==> src/hdl/wgts_pkg.sv <==
// Shared types and constants of the wind grid trilinear sampler.
`default_nettype none
package wgts_pkg;
  localparam int GridX = 16;
  localparam int GridY = 16;
  localparam int GridZ = 16;
  localparam int XW = $clog2(GridX);
  localparam int YW = $clog2(GridY);
  localparam int ZW = $clog2(GridZ);
  localparam int AW = XW + YW + ZW;
  localparam int CellCount = GridX * GridY * GridZ;

  localparam logic [1:0] FUNC_WRITE  = 2'd0;
  localparam logic [1:0] FUNC_READ   = 2'd1;
  localparam logic [1:0] FUNC_INTERP = 2'd2;
  localparam logic [1:0] FUNC_NOP    = 2'd3;

  localparam logic [2:0] REG_ORIGIN_X  = 3'd0;
  localparam logic [2:0] REG_ORIGIN_Y  = 3'd1;
  localparam logic [2:0] REG_ORIGIN_Z  = 3'd2;
  localparam logic [2:0] REG_SPACING_X = 3'd3;
  localparam logic [2:0] REG_SPACING_Y = 3'd4;
  localparam logic [2:0] REG_SPACING_Z = 3'd5;

  // Quotient width: |d| < 2^33, times 2^16 over spacing >= 1.
  localparam int QW = 50;
  localparam int NW = 49; // numerator magnitude width

  typedef enum logic [3:0] {
    ST_IDLE, ST_WRITE, ST_READ, ST_READ_WAIT, ST_READ_OUT,
    ST_DIV, ST_DIV_WAIT, ST_CORNER, ST_DRAIN, ST_ROUND, ST_OUT
  } state_e;

  typedef struct packed {
    logic       load;      // capture request
    logic       wr;        // write memory
    logic       rd_cell;   // read cell address
    logic       div_start; // start divider on axis
    logic [1:0] div_axis;
    logic       corner;    // issue corner read
    logic       acc_clr;
    logic       finish;    // sum to result
    logic       out_read;  // present read data
    logic       out_interp;
  } cmd_t;

  typedef struct packed {
    logic       div_done;
    logic       last_corner;
  } sts_t;
endpackage
`default_nettype wire

==> src/hdl/wgts_ctrl.sv <==
// Controller state machine of the sampler.
`default_nettype none
module wgts_ctrl import wgts_pkg::*; (
  input  wire logic       clk_i,
  input  wire logic       rst_ni,
  input  wire logic       start_i,
  input  wire logic [1:0] func_i,
  input  wire sts_t       sts_i,
  output cmd_t            cmd_o,
  output logic            busy_o,
  output logic            valid_o
);
  state_e st_q, st_d;
  logic [1:0] ax_q, ax_d;
  logic [2:0] dr_q, dr_d;
  logic v_q, v_d;

  always_comb begin
    st_d = st_q; ax_d = ax_q; dr_d = dr_q;
    case (st_q)
      ST_IDLE:
        if (start_i) begin
          case (func_i)
            FUNC_WRITE:  st_d = ST_WRITE;
            FUNC_READ:   st_d = ST_READ;
            FUNC_INTERP: begin st_d = ST_DIV; ax_d = 2'd0; end
            default:     st_d = ST_IDLE;
          endcase
        end
      ST_WRITE:     st_d = ST_IDLE;
      ST_READ:      st_d = ST_READ_WAIT;
      ST_READ_WAIT: st_d = ST_READ_OUT;
      ST_READ_OUT:  st_d = ST_IDLE;
      ST_DIV:       st_d = ST_DIV_WAIT;
      ST_DIV_WAIT:
        if (sts_i.div_done) begin
          if (ax_q == 2'd2) st_d = ST_CORNER;
          else begin ax_d = ax_q + 2'd1; st_d = ST_DIV; end
        end
      ST_CORNER:
        if (sts_i.last_corner) begin st_d = ST_DRAIN; dr_d = 3'd4; end
      ST_DRAIN: begin
        dr_d = dr_q - 3'd1;
        if (dr_q == 3'd1) st_d = ST_ROUND;
      end
      ST_ROUND: st_d = ST_OUT;
      ST_OUT:   st_d = ST_IDLE;
      default:  st_d = ST_IDLE;
    endcase
  end

  always_comb begin
    cmd_o = '0;
    cmd_o.div_axis = ax_q;
    v_d = 1'b0;
    case (st_q)
      ST_IDLE:      begin cmd_o.load = start_i; cmd_o.acc_clr = 1'b1; end
      ST_WRITE:     cmd_o.wr = 1'b1;
      ST_READ:      cmd_o.rd_cell = 1'b1;
      // hold the cell address so the read data is still valid in ST_READ_OUT
      ST_READ_WAIT: cmd_o.rd_cell = 1'b1;
      ST_READ_OUT:  begin cmd_o.out_read = 1'b1; v_d = 1'b1; end
      ST_DIV:       cmd_o.div_start = 1'b1;
      ST_CORNER:    cmd_o.corner = 1'b1;
      ST_ROUND:     cmd_o.finish = 1'b1;
      ST_OUT:       begin cmd_o.out_interp = 1'b1; v_d = 1'b1; end
      default: ;
    endcase
  end

  always_ff @(posedge clk_i or negedge rst_ni) begin
    if (!rst_ni) begin
      st_q <= ST_IDLE; ax_q <= '0; dr_q <= '0; v_q <= 1'b0;
    end else begin
      st_q <= st_d; ax_q <= ax_d; dr_q <= dr_d; v_q <= v_d;
    end
  end

  assign busy_o  = (st_q != ST_IDLE);
  assign valid_o = v_q;
endmodule
`default_nettype wire

==> config.mk <==
export PLATFORM = sky130hd
export DESIGN_NAME = wgts_ctrl
export DESIGN_NICKNAME = d
export VERILOG_FILES = /design/src/hdl/wgts_pkg.sv /design/src/hdl/wgts_ctrl.sv
export SDC_FILE = /design/constraint.sdc
export NUM_CORES = 1
export LEC_CHECK = 0
export BUFFER_PORTS_ARGS = -buffer_cell sky130_fd_sc_hd__buf_2
export CAP_MARGIN = 0
export CELL_PAD_IN_SITES_DETAIL_PLACEMENT = 0
export CELL_PAD_IN_SITES_GLOBAL_PLACEMENT = 1
export CORE_MARGIN = 3
export CORE_UTILIZATION = 28
export DETAILED_ROUTE_END_ITERATION = 12
export GPL_TIMING_DRIVEN = 0
export HOLD_SLACK_MARGIN = 0.08
export PLACE_DENSITY_LB_ADDON = 0.1
export SETUP_SLACK_MARGIN = 0.2
export SYNTH_ARGS = -nofsm -noshare
export SYNTH_HDL_FRONTEND = slang
export SYNTH_SLANG_ARGS = --single-unit
==> constraint.sdc <==
create_clock -name clk_i -period 2 [get_ports clk_i]
set_input_delay 0.2 -clock clk_i [delete_from_list [all_inputs] [get_ports clk_i]]
set_output_delay 0.2 -clock clk_i [all_outputs]
set_load 0.1 [all_outputs]
After elaboration in Yosys (flattened, before gate mapping) --
Index checks and enable logic that the tools add are counted.
Word-level totals: flip-flop bits (word level) 10, bits in latches 0, memory bits (writable) 0, ROM bits 0, input bits 7, output and inout port bits 13, word-level logic and storage cells 60, memories kept 0
Operators by class: $add $sub $neg 2, $mul 0, divide/modulo/power cells 0, magnitude comparators 0, equal/unequal tests 20, shifts and indexed selects 0, multiplexer cells 24, bitwise operators 0, reduce and logical (&&, ||, !) cells 10
Operators with widths (number):
- $pmux 4 s8 | 1
- $eq 4x3->1 const B | 4
- $mux 4 | 4
- $eq 4x4->1 const B | 3
- $mux 1 | 10
- $mux 2 | 5
- $ne 2x2->1 const B | 5
- $pmux 3 s3 | 1
- $eq 4x2->1 const B | 2
- $pmux 3 s2 | 1
- $reduce_and 5->1 | 1
- $eq 2x2->1 const B | 2
- $eq 4x1->1 const B | 1
- $logic_not 4->1 | 1
- $pmux 2 s2 | 1
- $reduce_and 4->1 | 1
- $reduce_bool 2->1 | 2
- $reduce_bool 4->1 | 1
- $reduce_or 2->1 | 2
- $eq 3x1->1 const B | 1
- $mux 3 | 1
- $sub 3x1->3 const B | 1
- $add 2x1->2 const B | 1
- $eq 2x1->1 const B | 1
- other kinds (3) | 3

Depth between registers and ports, before layout --
Gate-level depths: netlist of the first run.
word-level depth 4, depth in mapped cells 6, depth with buffers taken out 6

Worst setup path before layout of the first run --
No wires, ideal clock.
path type flip-flop to output port, start point register st_q[2], end point output busy_o, arrival time 3370 ps, data required time 1800 ps, setup slack -1570 ps, stages on the path, launching flop included 3, path buffers 0, cells stage by stage dfrtp_1 nor4_2 inv_1
Between the ends: longest elaborated chain between the ends 1
RTL lines:
- start: declaration | line wgts_ctrl.sv:13 | state_e st_q, st_d;
- start signal: assignment | line wgts_ctrl.sv:73 | st_q <= ST_IDLE; ax_q <= '0; dr_q <= '0; v_q <= 1'b0;
- start signal: assignment | line wgts_ctrl.sv:75 | st_q <= st_d; ax_q <= ax_d; dr_q <= dr_d; v_q <= v_d;
- $reduce_bool 4->1 | line wgts_ctrl.sv:79 | assign busy_o = (st_q != ST_IDLE);
- end: declaration | line wgts_ctrl.sv:10 | output logic busy_o,
No other way between the ends.

==> metrics.md, run 1 <==
| Metric | Value |
|---|---|
| Status | completed |
| Vias | 726 |
| CP cell instances | buf_6 > nand2b_2 > nor3_4 > buf_6 |
| Clock Path Buffers | 2 |
| Ant diodes | 0 |
| CTS tree | built |
| Area of the mapped netlist | 756 µm² |
| WL final | 1.85 mm |
| Nets@finish | 122 |
| CP Capture Type | primary output |
| HP Class | in -> reg |
| Final hold slack | 0.224 ns |
| RD Place Congestion | 0.802 |
| GR Layer Usage met3 | 0.0134 |
| Vias in the first global route | 664 |
| Family with the most delay on the worst path | flip-flops |
| Post-synth EDFFs | 0 |
| DRC errors left | 0 |
| Crit path time final | 1.73 ns |
| Clock-pin slew on the worst setup and hold paths | 0.07 ns |
| Critical path's slowest cell | dfrtp_2 |
| Die Footprint | 0.00336 mm² |
| Ports | 20 |
| FP Rows | 18 |
| Post-synth top area cell | dfrtp_1 |
| Layout area overhead | 45.0% |
| Layout cells sized above 1 | 0.441 |
| Worst-path fanout max | 10 |
| Routed Antenna Nets | 0 |
| Aggregate global-route resource usage | 0.120 |
| Most frequent cells in the layout | buf_2 (12), inv_1 (7) |
| Routing usage on met1 | 0.166 |
| Chip Height | 58.0 µm |
| Initial core utilization | 0.300 |
| Worst R2R Setup Slack | 0.33 ns |
| Worst skew pair latency | 0.27 ns |
| Synthesized instance count | 87 |
| Buffers on Ports | 19 |
| Unrepaired setup endpoints after global routing | false |
| Clk_skew | 0.0111 ns |
| Synth warn | 0 |
| Total congestion overflow | 0 |
| Nature of the critical path startpoint | flop |
| Seq/Total Area, Yosys | 0.331 |
| Endpoints failing hold | 0 |
| Syn Area/Cell | 8.69 µm² |
| Slew Viols, Final | 0 |
| Max Clock Freq | 578 MHz |
| H-tree depth | 1 |
| Avg WL per Cell | 13.1 µm |
| Crit Path Class | reg -> out |
| Clk root buf | clkbuf_4 |
| Top cells by area, synth | dfrtp_1 (33%), ha_1 (5.0%), o21ai_0 (4.0%), o32ai_4 (3.6%), inv_1 (3.5%) |
| Met2 global-route usage | 0.192 |
| CTS buffer count | 3 |
| Clock sinks | 10 |
| Via/cell ratio | 5.15 |
| Max capacitance violation total | 0 |
| DP Wirelength | 1.46 mm |
| Syn nets | 97 |
| First-pass GRT wire length | 3.06 mm |
| Worst EP arrival | 1.53 ns |
| Die width | 58.0 µm |
| Period utilisation layout | 0.865 |
| Register bit count reported by yosys | 10 |
| Pin count of the biggest net entering global routing | 11 |
| Most used routing layer in global routing | met2 |
| Rel. slew slack | 0.643 |
| Main synth FF type | dfrtp_1 |
| DRT Pass-1 Iters | 4 |
| Worst slew pin tran | 0.530 ns |
| Initial drt markers | 22 |
| Most common cell after layout, fill and taps aside | buf_2 |
| Most common cell on crit path | buf_6 |
| Distinct cells, synth | 37 |
| Worst Path Required | 1.80 ns |
| Post-synthesis async set-or-reset flop share | 1.00 |
| Initial antenna violation count | 0 |
| CORE AREA | 0.00252 mm² |
| Final setup fails | 0 |
| WP buf/inv | 2 |
| Crit-path max cell delay | 0.45 ns |
| Synth top area share | 0.331 |
[worst reg2reg max path, cell delays in order, from the launching register on]
cell     delay [ns]
dfrtp_2        0.47
and3b_1        0.21
o21ai_0        0.45
o21ai_1        0.18
a21bo_2        0.25
[what timing repair did]
| action | CTS | global route |
|---|---|---|
| hold buffers | 1 | 0 |
| resized for setup | 18 | 12 |
| gates cloned | 0 | 0 |
| hold endpoints to repair | 10 | 0 |
| buffers inserted | 0 | 0 |
| endpoints found under the setup margin | 8 | 11 |
[cells by family after synthesis]
logic type / after synthesis / synth area share
simple gates: 34 / 0.280
compound gates: 27 / 0.262
buf+inv: 13 / 0.0778
fa+ha+maj: 3 / 0.0497
flops: 10 / 0.331
[layout make-up]
type / instances / area, µm²
plain buffers: 6 / 46.3
inverters: 7 / 26.3
clock buffers: 4 / 26.3
multi-input cells: 64 / 537
flip-flops and latches: 10 / 255
repair buffers: 20 / 168
well taps: 30 / 37.5
fillers: 256 / 1430
[registers in the layout (all words and copies together), names as in the netlist]
name / flops
st_q: 4
dr_q: 3
ax_q: 2
valid_o: 1
[path summary, 6_finish.rpt]
check	from	end	cells after the start
worst max-delay path	st_q[1]	cmd_o[9]	4
worst min-delay path	sts_i[0]	st_q[0]	2
worst max register to register	st_q[2]	ax_q[0]	4
worst min register to register	dr_q[2]	dr_q[2]	1
max in group asynchronous	rst_ni	st_q[0]	2
min in group asynchronous	rst_ni	dr_q[2]	2
[metal layers]
| metal | share of wire | routed length (µm) |
|---|---|---|
| met2 | 0.48 | 892 |
| met1 | 0.47 | 867 |
| met3 | 0.043 | 80 |
| met4 | 0.0070 | 13 |
| met5 | 0 | 0 |
[stage by stage]
stage	util	cell area [µm²]	setup slack, ns	TNS [ns]	std cells
4_1_cts	0.417	1050	0.146	0	141
6_report	0.435	1100	0.270	0	141
3_3_place_gp	0.383	967	0.130	0	136
2_1_floorplan	-	835	-0.581	-1.77	87
3_5_place_dp	0.383	967	0.146	0	136
5_1_grt	0.435	1100	0.203	0	141
[synth_stat cells, types with 2 or more instances]
library cell,n
buf_4,2
o21ai_0,6
dfrtp_1,10
buf_2,2
nor2_1,6
nor2b_1,2
nand2_1,6
nand3_1,2
o31ai_1,2
nand2b_1,4
clkbuf_1,2
a21oi_1,5
inv_1,7
ha_1,3
nor3_1,4
o21ai_1,3
Power of run 1 is not shown: default switching activity piles up to over one toggle a cycle in this logic, so the estimate is an artifact.
==> run 2: changes to the inputs <==
- CELL_PAD_IN_SITES_DETAIL_PLACEMENT: 0 -> default
- CELL_PAD_IN_SITES_GLOBAL_PLACEMENT: 1 -> default
- PLACE_DENSITY_LB_ADDON: 0.1 -> default
==> run 2 against run 1 <==
Net effect:
- sequential cell count stayed put
- fmax down 1.8%
- worst hold slack worse by 0.025 ns
- die area did not move
- critical endpoint is now cmd_o[2]
==> metrics.md, run 2 (synthesis gave the netlist of run 1 again) <==
| Metric | Value |
|---|---|
| Status | completed |
| Initial drt markers | 32 (+45%) |
| RR Endpoint | ax_q[0] |
| Rel. slew slack | 0.621 (-0.0220) |
| Worst slew pin tran | 0.561 ns (+0.0306 ns) |
| Die Footprint | 0.00336 mm² (unchanged) |
| DP Wirelength | 1.41 mm (-3.7%) |
| Most common cell after layout, fill and taps aside | buf_2 |
| Max Clock Freq | 568 MHz (-1.8%) |
| Clock-pin slew on the worst setup and hold paths | 0.07 ns (about the same) |
| Chip Height | 58.0 µm (unchanged) |
| Crit Path Class | reg -> out |
| Pin count of the biggest net entering global routing | 11 (unchanged) |
| Initial core utilization | 0.300 (unchanged) |
| Worst R2R Setup Slack | 0.34 ns (about the same) |
| CP Capture Type | primary output |
| Routed Antenna Nets | 0 (unchanged) |
| CORE AREA | 0.00252 mm² (unchanged) |
| Endpoints failing hold | 0 (unchanged) |
| Max FFs per register | 4 (unchanged) |
| Die width | 58.0 µm (unchanged) |
| Max capacitance violation total | 0 (unchanged) |
| Vias | 716 (-1.4%) |
| Most frequent cells in the layout | buf_2 (12), buf_4 (7), inv_1 (7) |
| FP Rows | 18 (unchanged) |
| Clk root buf | clkbuf_4 |
| Period utilisation layout | 0.881 (+0.0159) |
| HP Class | in -> reg |
| Layout cells sized above 1 | 0.432 (-0.00901) |
| Hold path endpoint | st_q[0] |
| Worst Path Required | 1.80 ns (about the same) |
| First-pass GRT wire length | 3.22 mm (+5.2%) |
| Clock Path Buffers | 2 (unchanged) |
| Clock sinks | 10 (unchanged) |
| Initial antenna violation count | 0 (unchanged) |
| Nets@finish | 122 (unchanged) |
| Buffers on Ports | 19 (unchanged) |
| Via/cell ratio | 5.08 (-1.4%) |
| Clk_skew | 0.00294 ns (-0.00819 ns) |
| Nature of the critical path startpoint | flop |
| Worst EP arrival | 1.56 ns (+0.03 ns) |
| Worst skew pair latency | 0.27 ns (about the same) |
| Core Util, Final | 0.426 (-0.00893) |
| RD Place Congestion | 0.812 (+1.3%) |
| Slew Viols, Final | 0 (unchanged) |
| Final setup fails | 0 (unchanged) |
| Hold Crit Start | sts_i[0] |
| CTS tree | built |
| Ports | 20 (unchanged) |
| Aggregate global-route resource usage | 0.125 (+0.00446) |
| DRT Pass-1 Iters | 4 (unchanged) |
| Reg-to-Reg Start | st_q[3] |
| Worst-path fanout max | 10 (unchanged) |
| Layout area overhead | 42.1% |
| Hold path cells | 2 (unchanged) |
| Avg WL per Cell | 12.7 µm (-3.3%) |
| WL final | 1.79 mm (-3.3%) |
| H-tree depth | 1 (unchanged) |
| Biggest registers after layout | st_q (4), dr_q (3), ax_q (2) |
| CTS buffer count | 3 (unchanged) |
| Vias in the first global route | 681 (+2.6%) |
| Crit path launch | st_q[2] |
| FF-to-FF path depth | 5 (+1) |
| Reg with most FFs | st_q |
| Unrepaired setup endpoints after global routing | true |
| Ant diodes | 0 (unchanged) |
| Crit path time final | 1.76 ns (+0.0318 ns) |
| Total congestion overflow | 0 (unchanged) |
| DRC errors left | 0 (unchanged) |
-- run 2: cell count changes in the layout (fill, tap and decap cells not counted) --
cell and change:
nor4b_2 -1, clkbuf_4 -2, buf_4 +5, nand2b_2 +1, nor4b_1 +1, nand2b_4 -1
buf_6 -3
-- run 2: critical path, cell delays in order (launching register included) --
cell	delay, ns
dfrtp_2	0.46
clkbuf_4	0.22
nand2b_2	0.27
nor2_4	0.14
buf_8	0.20
-- run 2: through the flow --
step | hold slack, ns | cells | setup slack, ns | cell area (µm²) | setup TNS, ns
final | 0.199 | 141 | 0.238 | 1070 | 0
after global routing | 0.207 | 141 | 0.166 | 1070 | 0
after CTS | 0.205 | 141 | 0.155 | 1060 | 0
after detailed placement | 0.0788 | 136 | 0.116 | 967 | 0
after global placement | 0.0758 | 136 | 0.147 | 967 | 0
after floorplan | -0.0956 | 87 | -0.581 | 835 | -1.77
-- run 2: worst max path at each step --
stage                          end  slack [ns]  cells after the start
final                     cmd_o[2]        0.24                      4
after global routing      cmd_o[2]        0.17                      4
after CTS                 cmd_o[9]        0.15                      4
after detailed placement  cmd_o[2]        0.12                      4
after global placement    cmd_o[2]        0.15                      4
after floorplan             busy_o       -0.58                      2
-- run 2: layout make-up --
type                            instances  area [µm²]
Timing Repair Buffer                   20         160
Buffer                                  6        42.5
Clock buffer                            4        26.3
Tap cell                               30        37.5
Multi-Input combinational cell         64         526
Fill cell                             246        1450
Inverter                                7        26.3
Sequential cell                        10         255
-- run 2: what timing repair did --
item | 4_1_cts | 5_1_grt
setup buffers | 0 | 0
endpoints found under the hold margin | 10 | 0
setup endpoints to repair | 9 | 11
hold buffers | 1 | 0
gates resized for setup | 19 | 7
-- run 2: per-layer routing --
layer | vias to the layer above | GRT usage | share of wire
li1 | 361 | - | -
met1 | 331 | 0.182 | 0.54
met2 | 19 | 0.179 | 0.40
met3 | 5 | 0.0267 | 0.041
met4 | 0 | 0.0497 | 0.016
met5 | - | 0 | 0
Power of run 2 is left out for the same reason.
==> run 3: changes to the inputs <==
- CORE_UTILIZATION: 28 -> 30
==> run 3 against run 2 <==
Net effect:
- routed wire length fell by 2.5%
- fmax rose by 0.65%
- cell count fell by 1.4%
- via count rose by 0.98%
- die area fell by 6.0%
- worst hold slack improved by 0.025 ns
- critical endpoint is now cmd_o[4]
==> metrics.md, run 3 (synthesis gave the netlist of run 1 again) <==
| Metric | Value |
|---|---|
| Endpoints failing hold | 0 (unchanged) |
| Core Util, Final | 0.486 (+0.0602) |
| Reg with most FFs | st_q |
| RR Endpoint | ax_q[0] |
| FP Rows | 17 (-1) |
| Ant diodes | 0 (unchanged) |
| Pin count of the biggest net entering global routing | 11 (unchanged) |
| FF-to-FF path depth | 4 (-1) |
| Hold path cells | 2 (unchanged) |
| Total congestion overflow | 0 (unchanged) |
| HP Class | in -> reg |
| Die Footprint | 0.00316 mm² (-6.0%) |
| Clk_skew | 0.000604 ns (-0.00233 ns) |
| Vias in the first global route | 643 (-5.6%) |
| Clock Path Buffers | 2 (unchanged) |
| Avg WL per Cell | 12.6 µm (-1.1%) |
| Worst skew pair latency | 0.26 ns (about the same) |
| Worst R2R Setup Slack | 0.35 ns (about the same) |
| Biggest registers after layout | st_q (4), dr_q (3), ax_q (2) |
| Ports | 20 (unchanged) |
| Reg-to-Reg Start | st_q[2] |
| Aggregate global-route resource usage | 0.117 (-0.00831) |
| Worst EP arrival | 1.55 ns (about the same) |
| Period utilisation layout | 0.875 (-0.00567) |
| Worst slew pin tran | 0.513 ns (-0.0481 ns) |
| Layout cells sized above 1 | 0.441 (+0.00901) |
| CTS tree | built |
| Clk root buf | clkbuf_4 |
| Max capacitance violation total | 0 (unchanged) |
| Worst-path fanout max | 10 (unchanged) |
| DP Wirelength | 1.35 mm (-3.8%) |
| Max FFs per register | 4 (unchanged) |
| Initial antenna violation count | 0 (unchanged) |
| Slew Viols, Final | 0 (unchanged) |
| Unrepaired setup endpoints after global routing | true |
| Clock sinks | 10 (unchanged) |
| Worst Path Required | 1.80 ns (about the same) |
| WL final | 1.75 mm (-2.5%) |
| CP Capture Type | primary output |
| Fin worst setup slack | 0.249 ns (+0.0113 ns) |
| DRT Pass-1 Iters | 4 (unchanged) |
| Most common cell after layout, fill and taps aside | buf_2 |
| Setup bufs post-CTS | 0 (unchanged) |
| Setup TNS | 0 ns (unchanged) |
| Initial drt markers | 17 (-47%) |
| CTS buffer count | 3 (unchanged) |
| Crit path time final | 1.75 ns (-0.0113 ns) |
| Max Clock Freq | 571 MHz (+0.65%) |
| Final setup fails | 0 (unchanged) |
| Fill count | 239 (-2.8%) |
| Vias | 723 (+0.98%) |
| Chip Height | 56.2 µm (-3.0%) |
| Clock-pin slew on the worst setup and hold paths | 0.06 ns (about the same) |
| RD Place Congestion | 0.804 (-1.0%) |
| Hold path endpoint | st_q[0] |
| Initial core utilization | 0.329 (+0.0294) |
| Status | completed |
| Nets@finish | 122 (unchanged) |
| Die width | 56.2 µm (-3.0%) |
| CORE AREA | 0.00230 mm² (-8.9%) |
| Most frequent cells in the layout | buf_2 (11), clkbuf_4 (7), inv_1 (7), dfrtp_1 (7) |
| Routed Antenna Nets | 0 (unchanged) |
| H-tree depth | 1 (unchanged) |
| DRC errors left | 0 (unchanged) |
| Crit Path Class | reg -> out |
| Hold Crit Start | sts_i[0] |
| Rel. slew slack | 0.654 (+0.0337) |
| First-pass GRT wire length | 2.97 mm (-7.9%) |
| Nature of the critical path startpoint | flop |
| Buffers on Ports | 19 (unchanged) |
| Pre-CTS WS | 0.145 ns (+0.0293 ns) |
| Via/cell ratio | 5.20 (+2.4%) |
| Layout area overhead | 47.7% |
## run 3: worst max-delay path by stage
| stage | from | to | slack (ns) | cells after the start |
|---|---|---|---|---|
| after global routing | st_q[0] | cmd_o[4] | 0.14 | 4 |
| after global placement | st_q[2] | cmd_o[2] | 0.15 | 4 |
| after floorplan | st_q[1] | busy_o | -0.58 | 2 |
| final | st_q[0] | cmd_o[4] | 0.25 | 4 |
| after detailed placement | st_q[2] | cmd_o[2] | 0.15 | 4 |
| after CTS | st_q[1] | cmd_o[9] | 0.14 | 4 |
## run 3: through the flow
stage	cell area, µm²	cells	hold slack [ns]
6_report	1120	139	0.224
4_1_cts	1060	139	0.209
2_1_floorplan	835	87	-0.0956
5_1_grt	1120	139	0.228
3_3_place_gp	965	134	0.0757
3_5_place_dp	965	134	0.0725
## run 3: final cells by class
cell class | instances | area [µm²] | area share
tap | 28 | 35.0 | 0.0314
buffer | 6 | 46.3 | 0.0415
timing repair buffer | 20 | 176 | 0.158
sequential | 10 | 254 | 0.228
multi-input combinational | 64 | 542 | 0.485
clock buffer | 4 | 36.3 | 0.0325
inverter | 7 | 26.3 | 0.0235
## run 3: layer usage
layer	global-route usage	vias up	part of all wire
li1	-	362	-
met1	0.173	332	0.49
met2	0.160	24	0.44
met3	0.00928	5	0.048
met4	0.0712	0	0.025
met5	0	-	0
## run 3: critical path, stage by stage (launching register included)
cell and delay [ns]:
dfrtp_2 0.48, clkbuf_4 0.25, nand2_1 0.16, nor2_4 0.11, buf_4 0.29
## run 3: timing repair
action | 4_1_cts | 5_1_grt
gates resized for setup | 16 | 16
setup endpoints to repair | 8 | 11
hold endpoints to repair | 10 | 0
gates cloned | 0 | 0
hold buffers | 1 | 0
Power of run 3 is left out for the same reason.
